## config.mk

```make
export PLATFORM = sky130hd
export DESIGN_NAME = stop_and_wait_receiver
export DESIGN_NICKNAME = d
export VERILOG_FILES = /design/src/rtl/swr_pkg.sv /design/src/rtl/swr_front.sv /design/src/rtl/swr_queue.sv /design/src/rtl/swr_back.sv /design/src/rtl/stop_and_wait_receiver.sv
export SDC_FILE = /design/constraint.sdc
export NUM_CORES = 1
export LEC_CHECK = 0
export BUFFER_PORTS_ARGS = -buffer_cell sky130_fd_sc_hd__buf_2
export CAP_MARGIN = 10
export CORE_ASPECT_RATIO = 1.2
export CORE_MARGIN = 2
export CORE_UTILIZATION = 54
export DETAILED_ROUTE_END_ITERATION = 10
export MAX_ROUTING_LAYER = met4
export PLACE_DENSITY = 0.77
export SLEW_MARGIN = 25
export SYNTH_ARGS = -nofsm -noshare
export SYNTH_HDL_FRONTEND = slang
export SYNTH_SLANG_ARGS = --single-unit
```

## constraint.sdc

```tcl
create_clock -name clk -period 5.5 [get_ports clk]
set_clock_uncertainty 0.15 [all_clocks]
set_input_delay 0.825 -clock clk [delete_from_list [all_inputs] [get_ports clk]]
set_output_delay 0.825 -clock clk [all_outputs]
set_load 0.1 [all_outputs]
```

## src/rtl/swr_pkg.sv

```systemverilog
`default_nettype none
package swr_pkg;

  localparam int unsigned QUEUE_DEPTH = 4;
  localparam int unsigned QPTR_W = $clog2(QUEUE_DEPTH);

  localparam logic [7:0] FLAG_ACK         = 8'h03;
  localparam logic [7:0] FLAG_LAST        = 8'h18;
  localparam logic [7:0] FLAG_OPEN        = 8'h01;
  localparam logic [7:0] FLAG_OPEN_REPLY  = 8'h02;
  localparam logic [7:0] FLAG_CONFIRM     = 8'h04;
  localparam logic [7:0] FLAG_CLOSE       = 8'h80;
  localparam logic [7:0] FLAG_CLOSE_REPLY = 8'h40;
  localparam logic [7:0] SUM_GOOD         = 8'hFF;

  localparam logic [1:0] KIND_PAYLOAD = 2'd0;
  localparam logic [1:0] KIND_REPLY   = 2'd1;
  localparam logic [1:0] KIND_VERDICT = 2'd2;

  typedef enum logic [2:0] {
    PH_AWAIT_OPEN    = 3'd0,
    PH_AWAIT_CONFIRM = 3'd1,
    PH_DATA          = 3'd2,
    PH_AWAIT_CLOSE   = 3'd3,
    PH_CLOSED        = 3'd4
  } phase_t;

  typedef enum logic [1:0] {
    REPLY_NONE = 2'd0,
    REPLY_CTRL = 2'd1,
    REPLY_ACK  = 2'd2
  } reply_t;

  // Everything one input byte causes, in compressed form.
  typedef struct packed {
    logic       has_pay;
    logic [7:0] pay;
    logic       is_end;
    reply_t     reply;
    logic [7:0] rbyte;    // reply flag, or ack number for data acks
    logic       acc;
    logic       mend;
    phase_t     phase;
  } step_t;

  // 8-bit end-around-carry add
  function automatic logic [7:0] fold_add(input logic [7:0] s, input logic [7:0] b);
    logic [8:0] t;
    t = {1'b0, s} + {1'b0, b};
    return t[7:0] + {7'd0, t[8]};
  endfunction

endpackage
`default_nettype wire

```

## src/rtl/swr_front.sv

```systemverilog
`default_nettype none
module swr_front #(
  parameter int unsigned MAX_PAYLOAD = 253
) (
  input  wire logic           clk,
  input  wire logic           rst,
  input  wire logic [7:0]     messages_per_session,
  input  wire logic           in_valid,
  input  wire logic [7:0]     rx_byte,
  input  wire logic           datagram_end,
  input  wire logic           accept,
  output swr_pkg::step_t      step,
  output logic                step_push
);

  localparam logic [9:0] OVL_LIMIT = 10'(MAX_PAYLOAD + 3);
  localparam logic [9:0] PAY_STOP  = 10'(MAX_PAYLOAD + 3);
  localparam logic [9:0] MAX_W     = 10'(MAX_PAYLOAD);

  swr_pkg::phase_t phase, phase_next;
  logic [7:0] expected_sequence, exp_next;
  logic [7:0] running_sum;
  logic [8:0] byte_position;
  logic [7:0] flag_seen;
  logic [7:0] sequence_seen;
  logic [7:0] payload_length;
  logic [7:0] messages_done, md_next;
  logic       overlong;

  logic [9:0] pos;
  logic       ovl;
  logic [7:0] sum_new, flag_eff, seq_eff, len_eff, e1;
  logic       good, two, take, acc, mend;
  swr_pkg::reply_t reply;
  logic [7:0] rbyte;

  always_comb begin
    pos      = {1'b0, byte_position};
    ovl      = overlong || (pos > OVL_LIMIT);
    sum_new  = swr_pkg::fold_add(running_sum, rx_byte);
    flag_eff = (pos == 10'd1) ? rx_byte : flag_seen;
    seq_eff  = (pos == 10'd2) ? rx_byte : sequence_seen;
    if (pos == 10'd3) begin
      len_eff = ({2'b00, rx_byte} > MAX_W) ? MAX_W[7:0] : rx_byte;
    end else begin
      len_eff = payload_length;
    end

    if (flag_eff == swr_pkg::FLAG_LAST) begin
      take = (pos >= 10'd4) && (pos < 10'd4 + {2'b00, len_eff});
    end else begin
      take = (pos >= 10'd3) && (pos < PAY_STOP);
    end
    take = take && (phase == swr_pkg::PH_DATA) && !ovl;

    good       = (sum_new == swr_pkg::SUM_GOOD);
    two        = !ovl && (pos == 10'd1);
    phase_next = phase;
    exp_next   = expected_sequence;
    md_next    = messages_done;
    acc        = 1'b0;
    mend       = 1'b0;
    reply      = swr_pkg::REPLY_NONE;
    rbyte      = 8'h00;
    e1         = 8'h00;

    case (phase)
      swr_pkg::PH_AWAIT_OPEN: begin
        if (good && two && flag_eff == swr_pkg::FLAG_OPEN) begin
          reply      = swr_pkg::REPLY_CTRL;
          rbyte      = swr_pkg::FLAG_OPEN_REPLY;
          phase_next = swr_pkg::PH_AWAIT_CONFIRM;
          acc        = 1'b1;
        end
      end
      swr_pkg::PH_AWAIT_CONFIRM: begin
        if (good && two && flag_eff == swr_pkg::FLAG_OPEN) begin
          reply = swr_pkg::REPLY_CTRL;
          rbyte = swr_pkg::FLAG_OPEN_REPLY;
          acc   = 1'b1;
        end else if (good && two && flag_eff == swr_pkg::FLAG_CONFIRM) begin
          phase_next = swr_pkg::PH_DATA;
          acc        = 1'b1;
        end else begin
          phase_next = swr_pkg::PH_AWAIT_OPEN;
        end
      end
      swr_pkg::PH_DATA: begin
        if (!ovl) begin
          if (good && seq_eff == expected_sequence) begin
            exp_next = expected_sequence + 8'd1;
            acc      = 1'b1;
          end
          e1    = exp_next - 8'd1;
          reply = swr_pkg::REPLY_ACK;
          rbyte = e1;
          if (acc && flag_eff == swr_pkg::FLAG_LAST) begin
            if (messages_done != 8'hFF) begin
              md_next = messages_done + 8'd1;
            end
            mend = 1'b1;
            if (md_next >= messages_per_session) begin
              phase_next = swr_pkg::PH_AWAIT_CLOSE;
            end
          end
        end
      end
      swr_pkg::PH_AWAIT_CLOSE: begin
        if (good && two && flag_eff == swr_pkg::FLAG_CLOSE) begin
          reply      = swr_pkg::REPLY_CTRL;
          rbyte      = swr_pkg::FLAG_CLOSE_REPLY;
          phase_next = swr_pkg::PH_CLOSED;
          acc        = 1'b1;
        end
      end
      default: begin
      end
    endcase

    if (!datagram_end) begin
      phase_next = phase;
      exp_next   = expected_sequence;
      md_next    = messages_done;
      reply      = swr_pkg::REPLY_NONE;
      acc        = 1'b0;
      mend       = 1'b0;
    end

    step.has_pay = take;
    step.pay     = rx_byte;
    step.is_end  = datagram_end;
    step.reply   = reply;
    step.rbyte   = rbyte;
    step.acc     = acc;
    step.mend    = mend;
    step.phase   = phase_next;
    step_push    = in_valid && accept && (take || datagram_end);
  end

  always_ff @(posedge clk) begin
    if (rst) begin
      phase             <= swr_pkg::PH_AWAIT_OPEN;
      expected_sequence <= 8'h00;
      running_sum       <= 8'h00;
      byte_position     <= 9'd0;
      flag_seen         <= 8'h00;
      sequence_seen     <= 8'h00;
      payload_length    <= 8'h00;
      messages_done     <= 8'h00;
      overlong          <= 1'b0;
    end else if (in_valid && accept) begin
      phase             <= phase_next;
      expected_sequence <= exp_next;
      messages_done     <= md_next;
      if (datagram_end) begin
        running_sum    <= 8'h00;
        byte_position  <= 9'd0;
        flag_seen      <= 8'h00;
        sequence_seen  <= 8'h00;
        payload_length <= 8'h00;
        overlong       <= 1'b0;
      end else begin
        running_sum    <= sum_new;
        flag_seen      <= flag_eff;
        sequence_seen  <= seq_eff;
        payload_length <= len_eff;
        overlong       <= ovl;
        if (byte_position != 9'h1FF) begin
          byte_position <= byte_position + 9'd1;
        end
      end
    end
  end

endmodule
`default_nettype wire

```

## src/rtl/swr_queue.sv

```systemverilog
`default_nettype none
module swr_queue (
  input  wire logic           clk,
  input  wire logic           rst,
  input  wire logic           push,
  input  wire swr_pkg::step_t push_data,
  output logic                not_full,
  input  wire logic           pop,
  output logic                head_valid,
  output swr_pkg::step_t      head
);

  localparam int unsigned CNT_W = $clog2(swr_pkg::QUEUE_DEPTH + 1);

  swr_pkg::step_t                 mem [swr_pkg::QUEUE_DEPTH];
  logic [swr_pkg::QPTR_W-1:0]     wr_ptr, rd_ptr;
  logic [CNT_W-1:0]               count;

  assign not_full   = (count < CNT_W'(swr_pkg::QUEUE_DEPTH));
  assign head_valid = (count != '0);
  assign head       = mem[rd_ptr];

  always_ff @(posedge clk) begin
    if (push) begin
      mem[wr_ptr] <= push_data;
    end
  end

  always_ff @(posedge clk) begin
    if (rst) begin
      wr_ptr <= '0;
      rd_ptr <= '0;
      count  <= '0;
    end else begin
      if (push) begin
        wr_ptr <= wr_ptr + 1'b1;
      end
      if (pop) begin
        rd_ptr <= rd_ptr + 1'b1;
      end
      if (push && !pop) begin
        count <= count + 1'b1;
      end else if (pop && !push) begin
        count <= count - 1'b1;
      end
    end
  end

endmodule
`default_nettype wire

```

## src/rtl/swr_back.sv

```systemverilog
`default_nettype none
module swr_back (
  input  wire logic           clk,
  input  wire logic           rst,
  input  wire logic           head_valid,
  input  wire swr_pkg::step_t head,
  output logic                pop,
  output logic                m_tvalid,
  input  wire logic           m_tready,
  output logic [15:0]         m_tdata,   // out_byte[7:0], session_phase[10:8]
  output logic                m_tlast,   // reply_end
  output logic [4:0]          m_tuser    // result_kind[1:0], packet_accepted, message_end,
                                         // last_result
);

  logic [2:0] idx;
  logic [2:0] rc, n, r;
  logic [1:0] kind;
  logic [7:0] obyte;
  logic       rend, acc, mend, last, load;

  always_comb begin
    case (head.reply)
      swr_pkg::REPLY_CTRL: rc = 3'd2;
      swr_pkg::REPLY_ACK:  rc = 3'd3;
      default:             rc = 3'd0;
    endcase
    n     = {2'b00, head.has_pay} + rc + {2'b00, head.is_end};
    r     = idx - {2'b00, head.has_pay};
    kind  = swr_pkg::KIND_VERDICT;
    obyte = 8'h00;
    rend  = 1'b0;
    acc   = 1'b0;
    mend  = 1'b0;
    if (head.has_pay && idx == 3'd0) begin
      kind  = swr_pkg::KIND_PAYLOAD;
      obyte = head.pay;
    end else if (r < rc) begin
      kind = swr_pkg::KIND_REPLY;
      if (head.reply == swr_pkg::REPLY_CTRL) begin
        obyte = (r == 3'd0) ? ~head.rbyte : head.rbyte;
        rend  = (r == 3'd1);
      end else begin
        case (r)
          3'd0:    obyte = ~swr_pkg::fold_add(swr_pkg::FLAG_ACK, head.rbyte);
          3'd1:    obyte = swr_pkg::FLAG_ACK;
          default: begin
            obyte = head.rbyte;
            rend  = 1'b1;
          end
        endcase
      end
    end else begin
      acc  = head.acc;
      mend = head.mend;
    end
    last = (idx == n - 3'd1);
    load = head_valid && (!m_tvalid || m_tready);
    pop  = load && last;
  end

  always_ff @(posedge clk) begin
    if (rst) begin
      idx      <= 3'd0;
      m_tvalid <= 1'b0;
    end else begin
      if (!m_tvalid || m_tready) begin
        m_tvalid <= head_valid;
      end
      if (load) begin
        idx <= last ? 3'd0 : idx + 3'd1;
      end
    end
  end

  always_ff @(posedge clk) begin
    if (load) begin
      m_tdata <= {5'd0, head.phase, obyte};
      m_tlast <= rend;
      m_tuser <= {last, mend, acc, kind};
    end
  end

endmodule
`default_nettype wire

```

## src/rtl/stop_and_wait_receiver.sv

```systemverilog
`default_nettype none
// Stop-and-wait session receiver. Datagram bytes enter on the s_ stream one
// transfer per cycle (s_tlast on the final byte); the front end checks the
// folded sum, tracks the handshake/data/close phases and records what each
// payload byte or datagram end causes in a four-entry step queue. The back
// end expands each record into result transfers on the m_ stream, one per
// cycle while m_tready allows: a tentative payload byte, reply bytes (2 for
// control replies, 3 for ACKs), then one verdict at each datagram end. Input
// is taken every cycle while the queue has room; a body byte yields at most
// one result and a datagram end up to five; the output port sets sustained throughput.
// messages_per_session sits at byte addresses 0-3 of the APB port (reset 2).
module stop_and_wait_receiver #(
  parameter int unsigned MAX_PAYLOAD = 253
) (
  input  wire logic        clk,
  input  wire logic        rst,
  input  wire logic        s_tvalid,
  output logic             s_tready,
  input  wire logic [7:0]  s_tdata,   // rx_byte[7:0]
  input  wire logic        s_tlast,   // datagram_end
  output logic             m_tvalid,
  input  wire logic        m_tready,
  output logic [15:0]      m_tdata,   // out_byte[7:0], session_phase[10:8]
  output logic             m_tlast,   // reply_end
  output logic [4:0]       m_tuser,   // result_kind[1:0], packet_accepted, message_end,
                                      // last_result
  input  wire logic        psel,
  input  wire logic        penable,
  input  wire logic        pwrite,
  input  wire logic [2:0]  paddr,
  input  wire logic [31:0] pwdata,
  output logic [31:0]      prdata,
  output logic             pready
);

  logic [7:0]     messages_per_session;
  swr_pkg::step_t step, head;
  logic           step_push, not_full, pop, head_valid;

  assign pready   = 1'b1;
  assign prdata   = (paddr[2] == 1'b0) ? {24'd0, messages_per_session} : 32'd0;
  assign s_tready = not_full;

  always_ff @(posedge clk) begin
    if (rst) begin
      messages_per_session <= 8'd2;
    end else if (psel && penable && pwrite && pready && paddr[2] == 1'b0) begin
      messages_per_session <= pwdata[7:0];
    end
  end

  swr_front #(
    .MAX_PAYLOAD(MAX_PAYLOAD)
  ) u_front (
    .clk                 (clk),
    .rst                 (rst),
    .messages_per_session(messages_per_session),
    .in_valid            (s_tvalid),
    .rx_byte             (s_tdata),
    .datagram_end        (s_tlast),
    .accept              (not_full),
    .step                (step),
    .step_push           (step_push)
  );

  swr_queue u_queue (
    .clk       (clk),
    .rst       (rst),
    .push      (step_push),
    .push_data (step),
    .not_full  (not_full),
    .pop       (pop),
    .head_valid(head_valid),
    .head      (head)
  );

  swr_back u_back (
    .clk       (clk),
    .rst       (rst),
    .head_valid(head_valid),
    .head      (head),
    .pop       (pop),
    .m_tvalid  (m_tvalid),
    .m_tready  (m_tready),
    .m_tdata   (m_tdata),
    .m_tlast   (m_tlast),
    .m_tuser   (m_tuser)
  );

endmodule
`default_nettype wire
```

* After elaboration in Yosys (flattened, before gate mapping)
Memory sizes are Yosys's and may differ from the RTL's. A register that Yosys moved wholly into a read port is not among the register bits.
Cells that the tools add are included.
Widths: inputs -> output; s select.
** Word-level totals
- Register bits after elaboration :: 97
- Bits in latches :: 0
- RAM bits :: 100
- Memory bits (read-only) :: 0
- Output and inout bits :: 57
- Memories kept :: 1
** Memories
- u_queue.mem :: depth 4, width 25, rd ports 1, clocked after memory_dff 1, write ports 1, line swr_queue.sv:15 : swr_pkg::step_t mem [swr_pkg::QUEUE_DEPTH];
** Operators by class
- Add/sub/neg operators :: 18
- $mul :: 0
- Div/mod/pow operators :: 0
- Magnitude comparators :: 9
- Eq/ne operators :: 18
- Shift-type cells :: 0
- Muxes and demuxes :: 68
- Bitwise logic cells :: 5
- Reduce and logical (&&, ||, !) cells :: 41
** Operators with widths (count)
- $mux 8 :: 21
- $mux 3 :: 10
- $pmux 8 s3 :: 1
- $logic_and 1x1->1 :: 21
- $mux 1 :: 21
- $eq 9x2->1 const B :: 2
- $mux 9 :: 2
- $add 8x1->8 :: 2
- $add 8x1->8 const B :: 2
- $eq 8x8->1 const B :: 2
- $not 8->8 :: 2
- $pmux 8 s2 :: 1
- $mux 2 :: 7
- $pmux 3 s4 :: 1
- $lt 9x10->1 :: 1
- $add 2x8->9 const A :: 1
- $add 3x8->9 const A :: 1
- $add 8x8->9 :: 1
- $add 9x1->9 const B :: 1
- $eq 9x1->1 const B :: 1
- $ge 9x2->1 const B :: 1
- $ge 9x3->1 const B :: 1
- $gt 9x9->1 const B :: 1
- $logic_not 3->1 :: 3
- other kinds (36) :: 52

* Logic depth before layout (Yosys ltp)
Gate-level depths: netlist of run 1.
- Depth after elaboration :: 17
- Depth in mapped cells :: 22
- Depth with buffers taken out :: 19

* Modules after synthesis
From an unflattened synthesis of run 1, not the netlist that was laid out.
** Unflattened totals
- Cells, all modules :: 1057
- Area, all modules :: 11426.0 um2
** By module, submodules not included
- swr_front :: times used 1, cells an instance 631, area each 5009.8 um2, sequential area each 1221.2 um2
- swr_queue :: times used 1, cells an instance 175, area each 4077.7 um2, sequential area each 3183.1 um2
- swr_back :: times used 1, cells an instance 181, area each 1712.9 um2, sequential area each 590.6 um2
- stop_and_wait_receiver :: times used 1, cells an instance 70, area each 625.6 um2, sequential area each 160.2 um2

* Least setup slack after synthesis of run 1
Ideal clock, no wire load.
- Path kind :: register to register
- Start :: reg with a tool-made name
- End :: reg u_queue.count[2]
- Library setup time :: 0.070 ns
- Arrival :: 4.941 ns
- Required time :: 5.280 ns
- Slack :: 0.339 ns
- Cell stages (with the launch flop) :: 23
- Clock period less this slack :: 5.161 ns
- Cells stage by stage :: dfxtp_1 -> buf_2 -> buf_1 -> buf_1 -> mux4_2 -> inv_1 -> ha_1 -> inv_1 -> ha_1 -> inv_1 -> ha_1 -> inv_1 -> fa_1 -> xor2_1 -> xnor2_1 -> nor3_1 -> nand2_1 -> ha_1 -> inv_1 -> fa_1 -> xor2_1 -> or3_1 -> a21oi_1
** RTL lines
- to (signal assigned) :: line swr_queue.sv:42 : count <= count + 1'b1;
- to (signal assigned) :: line swr_queue.sv:44 : count <= count - 1'b1;
- to (decl) :: line swr_queue.sv:17 : logic [CNT_W-1:0] count;

==> results.sh, run 1 <==
export IMPL_ir_worst_vdd_v=0.000391
export IMPL_power_density_mw_per_mm2=425
export IMPL_grt_pass1_vias=7480
export IMPL_io_pins=108
export IMPL_ctsHoldBuffers=0
export IMPL_drive_gt1_share_pct=14.4
export IMPL_syn_avg_cell_area_sq_um=10.6
export IMPL_grt_max_degree=43
export IMPL_synthTopCellsByArea="edfxtp_1 (32%), dfxtp_1 (15%), ha_1 (6.0%)"
export IMPL_leakagePower_nw=4.53
export IMPL_die_w_um=133
export IMPL_power_mw=5.06
export IMPL_final_cell_count_no_fill=1341
export IMPL_via_per_inst=5.74
export IMPL_internal_power_mw=3.00
export IMPL_ant_nets=0
export IMPL_fin_crit_ns=5.17
export IMPL_n_antenna_cell=0
export IMPL_clk_latency_ns=0.43
export IMPL_drc=0
export IMPL_synth_most_common_cell="nor2_1"
export IMPL_num_nets_final=1174
export IMPL_dieHeight_um=159
export IMPL_drv_cap=0
export IMPL_outcome="completed"
export IMPL_dp_cells=1310
export IMPL_synth_edff_count=117
export IMPL_pwr_share_clk_pct=24.7
export IMPL_dieArea_sq_mm=0.0212
export IMPL_critPathCaptureType="flip-flop"
export IMPL_rsz0062_at_grt="no"
export IMPL_netlist_area_sq_mm=0.0108
export IMPL_cts_resized=0
export IMPL_clockBufferDepth=2
export IMPL_p_switching_mw=2.06
export IMPL_fin_crit_sh_pct=94.1
export IMPL_required_ns=5.70
export IMPL_wl_per_cell_um=16.9
export IMPL_maxSlewViolCount=0
export IMPL_yosys_register_bits=199
export IMPL_max_freq_mhz=193
export IMPL_critPathLaunchType="flip-flop"
export IMPL_synth_distinct_cells=73
export IMPL_antenna_found_initial=0
export IMPL_start_util_pct=55.2
export IMPL_port_buffers=51
export IMPL_dp_hpwl_mm=15.9
export IMPL_grt_overflow_total=0
export IMPL_combPwrFrac_pct=38.7
export IMPL_yosysWarnings=0
export IMPL_relSlewSlack_pct=30.9
export IMPL_core_sq_mm=0.0196
export IMPL_synth_top_cell_area_share_pct=32.4
export IMPL_numCtsBuffers=17
export IMPL_postSynthCellCount=1018
export IMPL_utilization_pct=60.7
export IMPL_synth_top_cell_by_area="edfxtp_1"
export IMPL_arrival_ns=5.37
export IMPL_hold_path_class="flip-flop to flip-flop"
export IMPL_dr_pass1_iters=6
export IMPL_clk_pin_slew_ns=0.08
export IMPL_switching_share_pct=40.7
export IMPL_fin_ws_ns=0.326
export IMPL_async_flop_share_pct=0
export IMPL_seqPwrFrac_pct=36.7
export IMPL_vias=7695
export IMPL_worst_path_max_fanout=8
export IMPL_drtIter0Drc=584
export IMPL_pre_cts_ws_ns=-0.0574
export IMPL_hold_violations=0
export IMPL_synth_flop_cell="edfxtp_1"
export IMPL_synth_common_cells="nor2_1 (122), edfxtp_1 (117), dfxtp_1 (82), nand2_1 (71), ha_1 (52)"
export IMPL_grt_pass1_wl_mm=37.2
export IMPL_area_growth_pct=9.96
export IMPL_seq_area_frac_synth_pct=47.6
export IMPL_cts_tree="yes"
export IMPL_routed_wl_mm=22.6
export IMPL_clock_sinks=199
export IMPL_grt_use_total_pct=22.6
export IMPL_finalSetupViolCount=0
export IMPL_htree_levels=4
export IMPL_postCtsSetupRepairBufs=0
export IMPL_clockRootBuffer="clkbuf_16"
export IMPL_gp_congestion=0.872
export IMPL_worstMarginPinSlew_ns=1.03
export IMPL_num_rows=56
export IMPL_crit_type="flip-flop to flip-flop"
==> cells in the final DEF (no fill, tap or decap), types with 32 or more instances in the layout <==
master	count
xor2_1	33
nor2_1	122
buf_2	51
dfxtp_1	81
ha_1	52
inv_1	40
o21ai_0	32
edfxtp_1	117
xnor2_1	42
nand2_1	71
a21oi_1	41
==> metrics by stage <==
step / hold WS (ns) / area [sq um] / setup TNS [ns]
4_1_cts: 0.310 / 11900 / 0
3_5_place_dp: 0.300 / 11300 / -0.229
2_1_floorplan: 0.286 / 10900 / 0
3_3_place_gp: 0.295 / 11300 / 0
6_report: 0.307 / 11900 / 0
5_1_grt: 0.333 / 11900 / 0
==> sequential cells by signal (all words and copies together) (netlist names), named ones only <==
| register | flops |
|---|---|
| u_queue.mem | 100 |
| u_front.overlong | 1 |
| u_front.running_sum | 8 |
| u_front.sequence_seen | 8 |
| u_front.phase | 3 |
| u_back.idx | 3 |
| u_back.m_tvalid | 1 |
| u_front.expected_sequence | 8 |
| u_queue.rd_ptr | 2 |
| u_back.m_tlast | 1 |
| u_back.m_tdata | 11 |
| u_queue.wr_ptr | 2 |
| messages_per_session | 8 |
| u_front.flag_seen | 8 |
| u_front.byte_position | 9 |
| u_back.m_tuser | 5 |
| u_front.messages_done | 8 |
| u_front.payload_length | 8 |
| u_queue.count | 3 |
==> cell families after synthesis <==
kind of cell    count (synthesis)  synth area share, %
mux                            51                 7.67
compound gates                181                 11.2
buf+inv                       115                 5.03
xor+xnor                       75                 6.06
simple gates                  339                 15.8
other cells                     2               0.0693
fa+ha+maj                      56                 6.65
flops                         199                 47.6
==> worst paths after layout <==
| path | startpoint | depth (start not counted) | endpoint | slack [ns] |
|---|---|---|---|---|
| max | u_front.byte_position[0] | 18 | u_queue.count[2] | 0.33 |
| min | messages_per_session[6] | 2 | messages_per_session[6] | 0.31 |
| max reg2reg | u_front.byte_position[0] | 18 | u_queue.count[2] | 0.33 |
| min reg2reg | messages_per_session[6] | 2 | messages_per_session[6] | 0.31 |
==> worst max-delay path, stage by stage (launching register included) <==
cell      delay (ns)
dfxtp_1         0.49
ha_1            0.31
and3_1          0.31
mux2_2          0.40
ha_1            0.28
inv_1           0.04
ha_1            0.28
a21o_1          0.18
a21o_1          0.17
a221oi_1        0.35
o211ai_1        0.17
a21oi_1         0.42
o21a_1          0.25
ha_1            0.20
inv_1           0.06
fa_1            0.37
xor2_1          0.18
or3_1           0.30
a21oi_1         0.16
==> cell type report <==
type	instances	area, sq um
clock buffers	18	429
well taps	261	327
inverters	42	158
multi-input cells	732	5240
clock inverters	13	163
flip-flops and latches	199	5160
repair buffers	76	443
fillers	1621	7700
==> power by group through the flow <==
| stage | combinational [mW] | sequential (mW) | clock [mW] |
|---|---|---|---|
| CTS | 1.95 | 1.86 | 1.27 |
| global route | 2.12 | 1.88 | 1.33 |
| finish | 1.96 | 1.86 | 1.25 |
| global placement | 1.90 | 1.89 | 0 |
| floorplan | 1.12 | 2.37 | 0 |
| detailed placement | 1.94 | 1.89 | 0 |
==> metal layers <==
metal  track usage [%]  vias up  part of all wire [%]
met4              8.95        0                   3.1
li1                  -     3735                     -
met3              3.12       45                   4.0
met5                 -        -                     0
met2              38.7      201                    51
met1              26.9     3714                    42
(Power assumes the default switching activity.)
==> run 2: changes to the inputs <==
--- a/config.mk
+++ b/config.mk
@@ -13,6 +13,7 @@
 export DETAILED_ROUTE_END_ITERATION = 10
 export MAX_ROUTING_LAYER = met4
 export PLACE_DENSITY = 0.77
+export RECOVER_POWER = 100
 export SLEW_MARGIN = 25
 export SYNTH_ARGS = -nofsm -noshare
 export SYNTH_HDL_FRONTEND = slang
==> run 2 against run 1 <==
  * The flow now finishes with violations (capacitance limit, slew limit)
  * Die area did not move
  * Sequential power barely moved
  * Combinational power fell by 2%
  * Count of clock-buffer cells in the layout did not move
  * Register-to-register slack got worse by 0.03 ns
  * Sequential cell count did not move
  * Sequential share of layout area rose by 0.46 points
  * Final cell count did not move
  * Clock power barely moved
  * Highest routed layer unchanged
  * Critical endpoint unchanged
==> results.sh, run 2 (synthesis gave the netlist of run 1 again) <==
export IMPL_relSlewSlack_pct=-12.5
export IMPL_cts_tree="yes"
export IMPL_internal_power_mw=2.97
export IMPL_layout_common_cells="nor2_1 (122), edfxtp_1 (117), dfxtp_1 (82)"
export IMPL_n_antenna_cell=0
export IMPL_fin_area_sq_mm=0.0118
export IMPL_grt_overflow_total=0
export IMPL_clockRootBuffer="clkbuf_16"
export IMPL_hold_violations=0
export IMPL_pwr_share_clk_pct=24.9
export IMPL_dr_pass1_iters=7
export IMPL_required_ns=5.70
export IMPL_nFillCells=1662
export IMPL_largest_reg_flops=100
export IMPL_start_util_pct=55.2
export IMPL_gp_congestion=0.872
export IMPL_switching_share_pct=41.0
export IMPL_clock_sinks=199
export IMPL_wl_per_cell_um=17.0
export IMPL_grt_pass1_vias=7480
export IMPL_fin_hold_ws_ns=0.307
export IMPL_dp_cells=1310
export IMPL_critPathLaunchType="flip-flop"
export IMPL_dieHeight_um=159
export IMPL_via_per_inst=5.77
export IMPL_multiInputGateArea_sq_mm=0.00522
export IMPL_io_pins=108
export IMPL_ir_worst_vdd_v=0.000386
export IMPL_max_freq_mhz=192
export IMPL_violations="capacitance limit, slew limit"
export IMPL_dp_hpwl_mm=15.9
export IMPL_antenna_found_initial=0
export IMPL_rsz0062_at_grt="no"
export IMPL_leakagePower_nw=4.37
export IMPL_dieArea_sq_mm=0.0212
export IMPL_final_common_cell="nor2_1"
export IMPL_numCtsBuffers=17
export IMPL_drtIter0Drc=595
export IMPL_fin_crit_ns=5.21
export IMPL_largest_register="u_queue.mem"
export IMPL_clk_latency_ns=0.43
export IMPL_clockBufferDepth=2
export IMPL_arrival_ns=5.41
export IMPL_clk_pin_slew_ns=0.08
export IMPL_drc=0
export IMPL_grt_use_total_pct=22.6
export IMPL_htree_levels=4
export IMPL_setup_total_negative_slack_ns=0
export IMPL_maxSlewViolCount=38
export IMPL_cts_resized=0
export IMPL_seqCellArea_sq_mm=0.00515
export IMPL_ctsHoldBuffers=0
export IMPL_combPwrFrac_pct=38.2
export IMPL_crit_type="flip-flop to flip-flop"
export IMPL_num_nets_final=1174
export IMPL_p_switching_mw=2.07
export IMPL_num_rows=56
export IMPL_vias=7737
export IMPL_critPathCaptureType="flip-flop"
export IMPL_routed_wl_mm=22.8
export IMPL_drv_cap=1
export IMPL_place_area_sq_mm=0.0113
export IMPL_pre_cts_ws_ns=-0.0574
export IMPL_ant_nets=0
export IMPL_grt_pass1_wl_mm=37.2
export IMPL_postCtsSetupRepairBufs=0
export IMPL_final_cell_count_no_fill=1341
export IMPL_seqPwrFrac_pct=36.9
export IMPL_fin_ws_ns=0.292
export IMPL_grt_max_degree=43
export IMPL_area_growth_pct=8.77
export IMPL_worst_path_max_fanout=8
export IMPL_drive_gt1_share_pct=9.54
export IMPL_finalSetupViolCount=0
export IMPL_port_buffers=51
export IMPL_fin_crit_sh_pct=94.7
export IMPL_power_density_mw_per_mm2=427
export IMPL_die_w_um=133
export IMPL_core_sq_mm=0.0196
export IMPL_hold_path_class="flip-flop to flip-flop"
export IMPL_worstMarginPinSlew_ns=1.69
export IMPL_largestRegisters="u_queue.mem x100, u_back.m_tdata x11, u_front.byte_position x9"
export IMPL_outcome="finished with violations"
==> run 2: cell count changes in the layout (fill, tap and decap cells not counted), sizes merged <==
cell / before / now
clkbuf: 18 / 67
buf: 76 / 27
==> run 2: worst max-delay path, stage by stage, from the launching register on <==
cell	delay, ns
dfxtp_1	0.49
ha_1	0.31
and3_1	0.31
mux2_2	0.41
ha_1	0.28
inv_1	0.04
ha_1	0.28
a21o_1	0.18
a21o_1	0.17
a221oi_1	0.36
o211ai_1	0.17
a21oi_1	0.43
o21a_1	0.26
ha_1	0.21
inv_1	0.06
fa_1	0.37
xor2_1	0.18
or3_1	0.30
a21oi_1	0.16
==> run 2: layout make-up <==
class | instances | share of cell area (%)
Tap cell | 261 | 2.77
Sequential cell | 199 | 43.7
Clock buffer | 18 | 3.64
Multi-Input combinational cell | 732 | 44.2
Timing Repair Buffer | 76 | 2.91
Inverter | 42 | 1.34
Clock inverter | 13 | 1.38
==> run 2: power groups by stage <==
stage | registers, mW | clock network [mW] | logic, mW
floorplan | 2.37 | 0 | 1.12
global placement | 1.89 | 0 | 1.90
detailed placement | 1.89 | 0 | 1.94
CTS | 1.86 | 1.27 | 1.95
global route | 1.88 | 1.33 | 2.09
finish | 1.86 | 1.25 | 1.92
==> run 2: per-stage QoR <==
stage	power [mW]	util [%]
after CTS	5.09	60.7
after global routing	5.29	60.1
after floorplan	3.49	-
after detailed placement	3.83	57.7
after global placement	3.79	57.7
final	5.04	60.1
==> run 2: final timing paths <==
kind	from	to	slack, ns	cells past startpoint
max reg2reg	u_front.byte_position[0]	u_queue.count[2]	0.29	18
min reg2reg	messages_per_session[6]	messages_per_session[6]	0.31	2
min	messages_per_session[6]	messages_per_session[6]	0.31	2
max	u_front.byte_position[0]	u_queue.count[2]	0.29	18
==> run 2: metal layers <==
metal	share of wire (%)	up-vias	track usage (%)
met4	2.5	0	8.95
met3	4.8	37	3.12
li1	-	3738	-
met2	52	226	38.7
met5	0	-	-
met1	41	3736	26.9
